`src/hw/rtl/swdk_pkg.sv`:
```
// swdk_pkg: shared types, constants and the seven-segment decode for the
// stopwatch with debounced keys. No dependencies.
`timescale 1ns / 1ps

package swdk_pkg;

   localparam int DIGIT_COUNT      = 6;
   localparam int DEBOUNCE_SAMPLES = 8;
   localparam int SECONDS_WRAP     = 10000;
   // decimal digits held for the seconds count (enough for SECONDS_WRAP - 1)
   localparam int SEC_BCD_DIGITS   = 4;
   localparam int HUND_LAST        = 99;

   localparam logic [7:0] SEG_BLANK = 8'hFF;
   localparam logic [7:0] SEG_DP    = 8'h7F;
   localparam logic [7:0] TPH_RESET = 8'd5;

   typedef struct packed {
      logic stop_key_level;
      logic start_key_level;
   } req_word_type;

   typedef struct packed {
      logic [2:0]  digit_select;
      logic [7:0]  segment_pattern;
      logic        is_running;
      logic [6:0]  hundredths_now;
      logic [13:0] seconds_now;
   } rsp_word_type;

   typedef struct packed {
      logic [1:0][3:0]                hund_bcd;
      logic [SEC_BCD_DIGITS-1:0][3:0] sec_bcd;
   } count_view_type;

   typedef struct packed {
      logic        running;
      logic [6:0]  hundredths;
      logic [13:0] seconds;
   } count_state_type;

   function automatic logic [7:0] seg_decode(input logic [3:0] digit);
      logic [7:0] seg;
      case (digit)
         4'd0: seg = 8'hC0;
         4'd1: seg = 8'hF9;
         4'd2: seg = 8'hA4;
         4'd3: seg = 8'hB0;
         4'd4: seg = 8'h99;
         4'd5: seg = 8'h92;
         4'd6: seg = 8'h82;
         4'd7: seg = 8'hF8;
         4'd8: seg = 8'h80;
         4'd9: seg = 8'h90;
         default: seg = SEG_BLANK;
      endcase
      return seg;
   endfunction

endpackage

```
`src/hw/rtl/swdk_debounce.sv`:
```
// swdk_debounce: sample history and debounced level for one key; flags a
// debounced release. Depends on swdk_pkg.
`timescale 1ns / 1ps

module swdk_debounce (
   input  logic clock,
   input  logic reset,
   input  logic sample_en,
   input  logic level,
   output logic release_det
);

   logic [swdk_pkg::DEBOUNCE_SAMPLES-1:0] hist_ff, hist_in;
   logic                                  deb_ff, deb_in;

   always_comb begin
      hist_in = {hist_ff[swdk_pkg::DEBOUNCE_SAMPLES-2:0], level};
      deb_in  = deb_ff;
      if (hist_in == '0) begin
         deb_in = 1'b0;
      end else if (hist_in == '1) begin
         deb_in = 1'b1;
      end
      release_det = deb_in & ~deb_ff;
   end

   always_ff @(posedge clock) begin
      if (reset) begin
         hist_ff <= '1;
         deb_ff  <= 1'b1;
      end else if (sample_en) begin
         hist_ff <= hist_in;
         deb_ff  <= deb_in;
      end
   end

endmodule

```
`src/hw/rtl/swdk_counter.sv`:
```
// swdk_counter: prescaler, hundredths and seconds counts (binary and BCD)
// and the run flag. Depends on swdk_pkg.
`timescale 1ns / 1ps

module swdk_counter (
   input  logic                      clock,
   input  logic                      reset,
   input  logic                      step_en,
   input  logic [7:0]                ticks_per_hundredth,
   input  logic                      stop_release,
   input  logic                      start_release,
   output swdk_pkg::count_view_type  view,
   output swdk_pkg::count_state_type next_state
);

   localparam int SD = swdk_pkg::SEC_BCD_DIGITS;

   logic [7:0]          prescale_ff, prescale_in;
   logic [6:0]          hund_ff, hund_in;
   logic [1:0][3:0]     hund_bcd_ff, hund_bcd_in;
   logic [13:0]         sec_ff, sec_in;
   logic [SD-1:0][3:0]  sec_bcd_ff, sec_bcd_in;
   logic                running_ff, running_in;
   logic                wrap;
   logic                carry;

   always_comb begin
      prescale_in = prescale_ff + 8'd1;
      hund_in     = hund_ff;
      hund_bcd_in = hund_bcd_ff;
      sec_in      = sec_ff;
      sec_bcd_in  = sec_bcd_ff;
      running_in  = running_ff;
      carry       = 1'b0;
      wrap = ({1'b0, prescale_ff} + 9'd1) >= {1'b0, ticks_per_hundredth};
      if (wrap) begin
         prescale_in = '0;
         if (running_ff) begin
            if (hund_ff >= 7'(swdk_pkg::HUND_LAST)) begin
               hund_in     = '0;
               hund_bcd_in = '0;
               if ({1'b0, sec_ff} + 15'd1 >= 15'(swdk_pkg::SECONDS_WRAP)) begin
                  sec_in     = '0;
                  sec_bcd_in = '0;
               end else begin
                  sec_in = sec_ff + 14'd1;
                  carry  = 1'b1;
                  for (int k = 0; k < SD; k++) begin
                     if (carry) begin
                        if (sec_bcd_ff[k] == 4'd9) begin
                           sec_bcd_in[k] = 4'd0;
                        end else begin
                           sec_bcd_in[k] = sec_bcd_ff[k] + 4'd1;
                           carry         = 1'b0;
                        end
                     end
                  end
               end
            end else begin
               hund_in = hund_ff + 7'd1;
               if (hund_bcd_ff[0] == 4'd9) begin
                  hund_bcd_in[0] = 4'd0;
                  hund_bcd_in[1] = hund_bcd_ff[1] + 4'd1;
               end else begin
                  hund_bcd_in[0] = hund_bcd_ff[0] + 4'd1;
               end
            end
         end
      end

      // display sees the stepped count, before the keys act
      view.hund_bcd = hund_bcd_in;
      view.sec_bcd  = sec_bcd_in;

      if (stop_release) begin
         hund_in     = '0;
         hund_bcd_in = '0;
         sec_in      = '0;
         sec_bcd_in  = '0;
         running_in  = 1'b0;
      end
      if (start_release) begin
         running_in = ~running_in;
      end

      next_state.running    = running_in;
      next_state.hundredths = hund_in;
      next_state.seconds    = sec_in;
   end

   always_ff @(posedge clock) begin
      if (reset) begin
         prescale_ff <= '0;
         hund_ff     <= '0;
         hund_bcd_ff <= '0;
         sec_ff      <= '0;
         sec_bcd_ff  <= '0;
         running_ff  <= 1'b0;
      end else if (step_en) begin
         prescale_ff <= prescale_in;
         hund_ff     <= hund_in;
         hund_bcd_ff <= hund_bcd_in;
         sec_ff      <= sec_in;
         sec_bcd_ff  <= sec_bcd_in;
         running_ff  <= running_in;
      end
   end

   a_hund_bcd: assert property (@(posedge clock) disable iff (reset)
      hund_ff == 7'(hund_bcd_ff[1] * 4'd10 + 7'(hund_bcd_ff[0])))
      else $error("hundredths BCD out of step with binary count");

   a_stop_halts: assert property (@(posedge clock) disable iff (reset)
      (step_en && stop_release && !start_release) |=> (!running_ff && sec_ff == '0))
      else $error("stop release did not halt and clear");

endmodule

```
`src/hw/rtl/swdk_display.sv`:
```
// swdk_display: scan position and segment pattern for the digit being
// driven, with decimal point and leading-zero blanking. Depends on swdk_pkg.
`timescale 1ns / 1ps

module swdk_display (
   input  logic                     clock,
   input  logic                     reset,
   input  logic                     step_en,
   input  swdk_pkg::count_view_type view,
   output logic [2:0]               digit_select,
   output logic [7:0]               segment_pattern
);

   localparam int SD = swdk_pkg::SEC_BCD_DIGITS;

   logic [2:0] pos_ff, pos_in;
   logic [3:0] shown;
   logic       lit;

   always_comb begin
      pos_in = (pos_ff == 3'(swdk_pkg::DIGIT_COUNT - 1)) ? 3'd0 : pos_ff + 3'd1;
      shown  = '0;
      lit    = 1'b0;
      for (int k = 1; k <= swdk_pkg::DIGIT_COUNT - 3; k++) begin
         if (k < SD) begin
            if (int'(pos_ff) - 2 == k) begin
               shown = view.sec_bcd[k];
            end
            if (int'(pos_ff) - 2 <= k && view.sec_bcd[k] != 4'd0) begin
               lit = 1'b1;
            end
         end
      end
      case (pos_ff)
         3'd0: segment_pattern = swdk_pkg::seg_decode(view.hund_bcd[0]);
         3'd1: segment_pattern = swdk_pkg::seg_decode(view.hund_bcd[1]);
         3'd2: segment_pattern = swdk_pkg::seg_decode(view.sec_bcd[0]) & swdk_pkg::SEG_DP;
         default: segment_pattern = lit ? swdk_pkg::seg_decode(shown) : swdk_pkg::SEG_BLANK;
      endcase
      digit_select = pos_ff;
   end

   always_ff @(posedge clock) begin
      if (reset) begin
         pos_ff <= '0;
      end else if (step_en) begin
         pos_ff <= pos_in;
      end
   end

   a_pos_range: assert property (@(posedge clock) disable iff (reset)
      pos_ff < 3'(swdk_pkg::DIGIT_COUNT))
      else $error("scan position out of range");

endmodule

```
`src/hw/rtl/stopwatch_with_debounced_keys.sv`:
```
// Stopwatch with debounced keys: top level with the tick handshake, the
// rate register and the result register. Depends on swdk_pkg and submodules.
// A tick's result word is registered and valid the cycle after the tick is taken.
// Throughput: one tick per cycle; the result register stalls input only
// while a word is held and rsp_ready is low.
// Reset (synchronous): counts and scan clear, keys read released, rate 5.
`timescale 1ns / 1ps

module stopwatch_with_debounced_keys (
   input  logic                   clock,
   input  logic                   reset,
   input  logic                   req_valid,
   output logic                   req_ready,
   input  swdk_pkg::req_word_type req_word,
   output logic                   rsp_valid,
   input  logic                   rsp_ready,
   output swdk_pkg::rsp_word_type rsp_word,
   input  logic                   csr_write_en,
   input  logic [7:0]             csr_write_data
);

   logic [7:0]                ticks_per_hundredth_ff;
   logic                      rsp_valid_ff;
   swdk_pkg::rsp_word_type    rsp_word_ff, rsp_word_in;
   logic                      accept;
   logic                      stop_release;
   logic                      start_release;
   swdk_pkg::count_view_type  view;
   swdk_pkg::count_state_type next_state;
   logic [2:0]                digit_select;
   logic [7:0]                segment_pattern;

   assign req_ready = ~rsp_valid_ff | rsp_ready;
   assign accept    = req_valid & req_ready;
   assign rsp_valid = rsp_valid_ff;
   assign rsp_word  = rsp_word_ff;

   swdk_debounce u_stop_key (
      .clock       (clock),
      .reset       (reset),
      .sample_en   (accept),
      .level       (req_word.stop_key_level),
      .release_det (stop_release)
   );

   swdk_debounce u_start_key (
      .clock       (clock),
      .reset       (reset),
      .sample_en   (accept),
      .level       (req_word.start_key_level),
      .release_det (start_release)
   );

   swdk_counter u_counter (
      .clock               (clock),
      .reset               (reset),
      .step_en             (accept),
      .ticks_per_hundredth (ticks_per_hundredth_ff),
      .stop_release        (stop_release),
      .start_release       (start_release),
      .view                (view),
      .next_state          (next_state)
   );

   swdk_display u_display (
      .clock           (clock),
      .reset           (reset),
      .step_en         (accept),
      .view            (view),
      .digit_select    (digit_select),
      .segment_pattern (segment_pattern)
   );

   always_comb begin
      rsp_word_in.digit_select    = digit_select;
      rsp_word_in.segment_pattern = segment_pattern;
      rsp_word_in.is_running      = next_state.running;
      rsp_word_in.hundredths_now  = next_state.hundredths;
      rsp_word_in.seconds_now     = next_state.seconds;
   end

   always_ff @(posedge clock) begin
      if (reset) begin
         ticks_per_hundredth_ff <= swdk_pkg::TPH_RESET;
         rsp_valid_ff           <= 1'b0;
      end else begin
         if (csr_write_en) begin
            ticks_per_hundredth_ff <= csr_write_data;
         end
         if (accept) begin
            rsp_valid_ff <= 1'b1;
         end else if (rsp_ready) begin
            rsp_valid_ff <= 1'b0;
         end
      end
   end

   always_ff @(posedge clock) begin
      if (accept) begin
         rsp_word_ff <= rsp_word_in;
      end
   end

   a_accept_gives_word: assert property (@(posedge clock) disable iff (reset)
      accept |=> (rsp_valid_ff && rsp_word_ff.seconds_now == $past(next_state.seconds)))
      else $error("accepted tick did not produce a result word");

endmodule
```
`config.mk`:
```
export PLATFORM = sky130hd
export DESIGN_NAME = stopwatch_with_debounced_keys
export DESIGN_NICKNAME = d
export VERILOG_FILES = /design/src/hw/rtl/swdk_pkg.sv /design/src/hw/rtl/swdk_debounce.sv /design/src/hw/rtl/swdk_counter.sv /design/src/hw/rtl/swdk_display.sv /design/src/hw/rtl/stopwatch_with_debounced_keys.sv
export SDC_FILE = /design/constraint.sdc
export NUM_CORES = 1
export LEC_CHECK = 0
export ABC_AREA = 1
export ABC_CLOCK_PERIOD_IN_PS = 8700
export BUFFER_PORTS_ARGS = -buffer_cell sky130_fd_sc_hd__buf_2
export CAP_MARGIN = 5
export CORE_ASPECT_RATIO = 1.1
export CORE_MARGIN = 2
export CORE_UTILIZATION = 28
export DETAILED_ROUTE_END_ITERATION = 16
export PLACE_DENSITY = 0.54
export SYNTH_ARGS = -nofsm -noshare
export SYNTH_HDL_FRONTEND = slang
export SYNTH_SLANG_ARGS = --single-unit
```
`constraint.sdc`:
```
create_clock -name clock -period 8.7 [get_ports clock]
set_input_delay 1.74 -clock clock [delete_from_list [all_inputs] [get_ports clock]]
set_output_delay 1.74 -clock clock [all_outputs]
set_load 0.02 [all_outputs]
```
==> summary.txt, run 1 <==
status = finished clean
critical path's slowest cell = a22oi_1
Simple-Gate Fraction of Synth Area = 30.2%
max_cap viols = 0
via count = 6922
antenna violations before repair = 0
Synth async-reset ratio = 0%
crit path capture type = flip-flop
layout cell share with drive strength beyond 1 = 11.9%
Crit Path Class = reg2reg
Slew HR = 28.4%
Final setup viols = 0
CTS Hold Bufs = 0
CTS tree = yes
Rows = 62
Fillers = 2825
Fin. Hold Viols = 0
CP dominant cell by count = nand2_1
mux cell area share after synthesis = 0%
main combinational cell family by area after synthesis = simple AND/OR/NAND/NOR gates
crit share post-route = 53.6%
number of CTS-inserted buffers = 17
top-area cell type share of the netlist area = 21.8%
CP max FO = 31
skew final = 0.00944 ns
vias in the first global route = 6630
register area = 0.00263 mm²
flops & latches, synth = 115
gr busiest metal = met2
RSZ-0062 raised after global routing = no
post-route ant nets = 0
Routed WL = 19200 µm
Worst Path Required = 8.87 ns
post-synthesis cell count = 1090
Lkg Pwr = 3.98 nW
area of the multi-input gates = 0.00415 mm²
DR vias/cell = 4.63
Crit path max-delay family = simple AND/OR/NAND/NOR gates
dominant synthesized flop cell = dfxtp_1
clock sink count = 115
core area = 0.0263 mm²
Nets = 1194
CP Cell Sequence = ha_1 > nand2_1 > nor2_2 > nand3_1 > xor2_1 > inv_1 > ha_1 > nand2_1 > nor4_1 > nand2_1 > nand3_2 > buf_4 > nand2_1 > nor2_1 > inv_1 > a22oi_1 > inv_1 > ha_1 > or2_2 > a21oi_1 > nor2_1 > nor2_1 > nand2_1
CP bufs+invs = 4
dpl ws = 4.01 ns
Root Driver = clkbuf_16
DP HPWL = 13700 µm
post-synth top area cell = dfxtp_1
diode count = 0
Adder-Cell Fraction of Synth Area = 8.15%
Distinct cells, synth = 47
Worst VDD drop = 0.000145 V
Tightest Pin Transition = 1.07 ns
Hold Path Class = reg2reg
Initial Util = 28.6%
crit path DAT = 4.84 ns
Startpoint Class = flip-flop
Pwr Density = 173 mW/mm²
Die Y = 176 µm
first-pass GRT wire length = 32500 µm
GRT overflow = 0
CTS max path bufs = 2
die area = 0.0282 mm²
CTS H-tree lvls = 4
die width = 160 µm
Post-Synth XOR/XNOR Area = 1.86%
max incr delay on CP = 0.42 ns
Final GP Congestion = 0.839
Max Slew Vio Count = 0
grt met3 use = 2.83%
wire per inst = 12.8 µm
post-cts sizing count = 0
# Post-CTS Setup Buffers = 0
compound-gate portion of the synthesized area = 14.9%
grt met2 use = 24.5%
Area contributors post-synth = dfxtp_1 (22%), nand2_1 (14%), edfxtp_1 (13%)
DR pass1 iterations = 6
I/O Buffers = 49
total track usage = 14.2%
Top Ports = 50
Post-Syn Nets = 1154
area grow syn2layout = 15.9%
clock latency on the worst-skew pair = 0.42 ns
initial DRC count = 442
Syn. warnings = 0
Post-Syn Area = 0.00752 mm²
met1 global-route usage = 17.9%
CTS clock-pin slew for the worst setup and hold paths = 0.06 ns
fmax = 214 MHz
Post-synth EDFFs = 33
syn_area_per_cell = 6.90 µm²
Seq/Total Area, Yosys = 35.0%
Final TNS setup = 0 ns
Setup WS post-layout = 4.04 ns
Post-route DRC = 0
Min Clock Period, post-route = 4.66 ns
pin count of the biggest net entering global routing = 82
[worst reg2reg max path, delay by kind of cell, from the launching register on]
kind            cells  cell delay [ns]
compound gates      2             0.55
xor+xnor            1             0.15
fa+ha+maj           3             0.82
buf+inv             4             0.64
flops               1             0.40
simple gates       13             1.88
[layer usage]
layer  routed length [µm]  up-vias
met5                    0        -
met4                  227        0
met3                  547       14
met2                 9400       99
met1                 9020     3180
li1                     -     3629
[per-stage QoR]
| step | util [%] | cells | hold WS, ns | instance area (µm²) | power (mW) |
|---|---|---|---|---|---|
| finish | 33.2 | 1495 | 0.472 | 8720 | 1.51 |
| global route | 33.2 | 1495 | 0.485 | 8720 | 1.58 |
| CTS | 33.2 | 1495 | 0.476 | 8720 | 1.53 |
| detailed placement | 30.8 | 1463 | 0.467 | 8100 | 0.793 |
| global placement | 30.8 | 1463 | 0.455 | 8100 | 0.792 |
| floorplan | - | 1090 | 0.435 | 7520 | 0.740 |
[path summary, 6_finish.rpt]
kind / startpoint / end / slack, ns / cells past startpoint
min: ticks_per_hundredth_ff[4] / ticks_per_hundredth_ff[4] / 0.47 / 2
max reg2reg: u_counter.prescale_ff[0] / rsp_word[25] / 4.04 / 23
max: u_counter.prescale_ff[0] / rsp_word[25] / 4.04 / 23
min reg2reg: ticks_per_hundredth_ff[4] / ticks_per_hundredth_ff[4] / 0.47 / 2
[cell usage after synthesis (3+ instances only)]
cell type  number
or2_2           5
nand3_2         6
a21oi_1        90
nand4_1        16
inv_1         150
nand3_1        75
nand2_2         9
nor2_4          3
ha_1           49
clkbuf_1       21
nand3b_1        3
o21ai_0        68
edfxtp_1       33
buf_1           3
o211ai_1       10
nor2_2          6
inv_2           6
xor2_1         13
nor4_1         11
dfxtp_1        82
o22ai_1         4
o21ai_2         6
xnor2_1         3
nor2_1         95
nand2_1       280
buf_2           7
a211oi_1        3
o21ai_1         6
nor3_1          7
[final cells by class]
type	count	share of cell area, %
inverters	157	6.76
clock inverters	9	0.832
well taps	352	5.05
clock buffers	23	6.34
multi-input cells	785	47.6
flip-flops and latches	115	30.2
repair buffers	54	3.24
[cell usage in the layout, fill, tap and decap left out, types with 4 or more instances in the layout]
cell type,n
a21oi_1,90
buf_2,49
buf_4,5
clkbuf_16,21
dfxtp_1,82
edfxtp_1,33
ha_1,49
inv_1,149
inv_2,7
inv_6,6
nand2_1,279
nand2_2,10
nand3_1,75
nand3_2,6
nand4_1,16
nor2_1,95
nor2_2,6
nor3_1,7
nor4_1,11
o211ai_1,10
o21ai_0,68
o21ai_1,6
o21ai_2,6
o22ai_1,4
or2_2,5
xor2_1,13
[kinds of logic after synthesis]
logic type                 Yosys count
DFF                                115
adders and majority gates           49
and+or+nand+nor                    520
buffers and inverters              190
AOI/OAI and AO/OA                  200
xor gates and xnor gates            16
[report_power, final]
part	switching [mW]	internal (mW)	total, mW
registers	0.0234	0.586	0.610
clock network	0.277	0.454	0.731
logic	0.119	0.0509	0.170
[sequential cells by signal, indices dropped and copies added (netlist names)]
register,cells
rsp_valid,1
rsp_word,33
ticks_per_hundredth_ff,8
u_counter.hund_bcd_ff,8
u_counter.hund_ff,7
u_counter.prescale_ff,8
u_counter.running_ff,1
u_counter.sec_bcd_ff,16
u_counter.sec_ff,14
u_display.digit_select,3
u_start_key.deb_ff,1
u_start_key.hist_ff,7
u_stop_key.deb_ff,1
u_stop_key.hist_ff,7
Note: power is estimated with default switching activity, not from simulation.
==> run 2, diff against run 1 <==
- ABC_AREA: 1 -> 0
- ABC_CLOCK_PERIOD_IN_PS: 8700 -> 4800
- clock period: 8.7 -> 4.8 ns (I/O delays scaled with it)
==> run 2 against run 1 <==
  * Register-to-register slack lost 3.7 ns
  * Count of clock-buffer cells in the layout shrank 4
  * Highest routed layer unchanged
  * Largest cell class unchanged
  * Die area shrank 4.7%
  * Setup slack lost 3.7 ns
  * Flip-flop and latch count is the same
  * Final cell count shrank 17%
==> summary.txt, run 2 <==
status = finished clean
die width = 156 µm
Post-synth EDFFs = 33
skew final = 0.00998 ns
Nets = 974
Root Driver = clkbuf_16
first-pass GRT wire length = 31800 µm
total track usage = 14.7%
crit share post-route = 93.0%
Hold Path Class = reg2reg
max incr delay on CP = 0.40 ns
top-area cell type share of the netlist area = 22.9%
DR vias/cell = 5.21
CTS tree = yes
Final GP Congestion = 0.849
CTS Hold Bufs = 0
most frequent cells after synthesis = nand2_1 (127), nor2_1 (96), dfxtp_1 (82)
Crit path max-delay family = simple AND/OR/NAND/NOR gates
flops & latches, synth = 115
post-synthesis cell count = 865
crit path DAT = 4.61 ns
Post-route DRC = 0
Syn. warnings = 0
core area = 0.0252 mm²
Lkg Pwr = 3.37 nW
Worst Path Required = 4.94 ns
Distinct cells, synth = 81
design area = 0.00842 mm²
area grow syn2layout = 17.6%
Post-Syn Nets = 929
Pwr Density = 308 mW/mm²
Rows = 61
CTS clock-pin slew for the worst setup and hold paths = 0.06 ns
initial DRC count = 428
wire per inst = 15.3 µm
fmax = 224 MHz
Fillers = 2642
clock latency on the worst-skew pair = 0.43 ns
Crit Path Class = reg2reg
max FFs per register = 33
Final setup viols = 0
Routed WL = 19000 µm
Setup WS post-layout = 0.336 ns
post-synth top area cell = dfxtp_1
layout cell share with drive strength beyond 1 = 15.3%
Post-Syn Area = 0.00716 mm²
CP Cell Sequence = and3_2 > and3_1 > nand3_1 > xnor2_2 > ha_1 > and3_1 > a221oi_1 > o211ai_1 > buf_4 > nand2_1 > buf_4 > a211o_1 > o22a_1 > nor2_1 > o31ai_2 > inv_1 > ha_1 > or3_1 > o211ai_1 > a32oi_1
DP HPWL = 13200 µm
via count = 6447
syn_area_per_cell = 8.28 µm²
pin count of the biggest net entering global routing = 70
dpl ws = 0.249 ns
number of CTS-inserted buffers = 17
antenna violations before repair = 0
Fin. Hold Viols = 0
Seq/Total Area, Yosys = 36.8%
most frequent cell after synthesis = nand2_1
vias in the first global route = 6258
Synth async-reset ratio = 0%
CP bufs+invs = 3
cell area after placement = 0.00777 mm²
die area = 0.0269 mm²
dominant synthesized flop cell = dfxtp_1
Die Y = 172 µm
Max Slew Vio Count = 0
commonest cells after routing, fill and taps aside = nand2_1 (126), nor2_1 (96), dfxtp_1 (80)
Layout Cells excl Fill = 1238
max_cap viols = 0
Startpoint Class = flip-flop
Worst VDD drop = 0.000235 V
CP max FO = 13
Slew HR = 19.1%
Initial Util = 28.4%
clock sink count = 115
CTS H-tree lvls = 4
Top Ports = 50
DP Cell Count = 1204
CTS max path bufs = 2
most common cell after layout, fill and taps aside = nand2_1
critical path's slowest cell = or3_1
Tightest Pin Transition = 1.20 ns
crit path capture type = flip-flop
diode count = 0
Area contributors post-synth = dfxtp_1 (23%), edfxtp_1 (14%), ha_1 (8.6%)
DR pass1 iterations = 5
I/O Buffers = 49
Min Clock Period, post-route = 4.46 ns
post-route ant nets = 0
GRT overflow = 0
-- run 2: cell types whose count changed in the layout (fill, tap and decap cells not counted), moves of 11 or more --
cell     before  now
a21oi_1      90   59
a22oi_1       2   19
and3_1        0   11
buf_4         5   22
inv_1       149   32
mux2i_1       0   14
nand2_1     279  126
nand3_1      75   41
o21ai_0      68   36
-- run 2: path summary, 6_finish.rpt --
path,slack (ns),endpoint,cells after the start,start
hold / removal,0.48,u_counter.hund_ff[6],2,u_counter.hund_ff[6]
setup reg to reg,0.34,rsp_word[28],20,u_counter.prescale_ff[2]
setup / recovery,0.34,rsp_word[28],20,u_counter.prescale_ff[2]
hold reg to reg,0.48,u_counter.hund_ff[6],2,u_counter.hund_ff[6]
-- run 2: where the power goes --
group / switching [mW] / leakage (nW) / internal [mW]
logic: 0.157 / 2.08 / 0.0788
registers: 0.0341 / 0.997 / 1.04
clock network: 0.505 / 0.300 / 0.779
-- run 2: layout make-up --
type,instances,area [µm²],share of cell area [%]
repair buffers,71,410,4.87
clock buffers,19,475,5.65
well taps,315,394,4.68
inverters,34,128,1.52
multi-input cells,671,4260,50.6
flip-flops and latches,115,2640,31.3
clock inverters,13,116,1.38
-- run 2: tightest hold or removal path: stages (launching register included) --
cell	delay, ns
dfxtp_1	0.32
nand2_1	0.06
a21oi_1	0.05
-- run 2: cells by family after synthesis --
kind of cell	share of synthesized area, %
AND/OR/NAND/NOR	24.1
XOR/XNOR	2.08
adder cells (fa/ha/maj)	8.56
AO/OA/AOI/OAI	21.6
multiplexers	2.41
buffers and inverters	4.44
flip-flops	36.8
-- run 2: per-stage QoR --
stage               util, %  total power [mW]  hold WS, ns  TNS [ns]
floorplan                 -              1.25        0.444         0
global placement       30.8              1.33        0.461         0
detailed placement     30.8              1.33        0.467         0
CTS                    33.2              2.62        0.477         0
global route           33.4              2.70        0.494  -0.00110
finish                 33.4              2.60        0.476         0
-- run 2: layer usage --
metal	part of all wire, %	global-route usage (%)	up-vias	wire [µm]
met1	45	17.8	3040	8630
li1	-	-	3243	-
met2	49	25.9	137	9300
met5	0	0	-	0
met4	2.5	5.90	0	481
met3	3.0	2.57	27	565
-- run 2: what timing repair did --
item,in CTS,in global routing
resized for setup,0,11
setup endpoints to repair,0,7
endpoints found under the hold margin,0,0
setup buffers,0,2
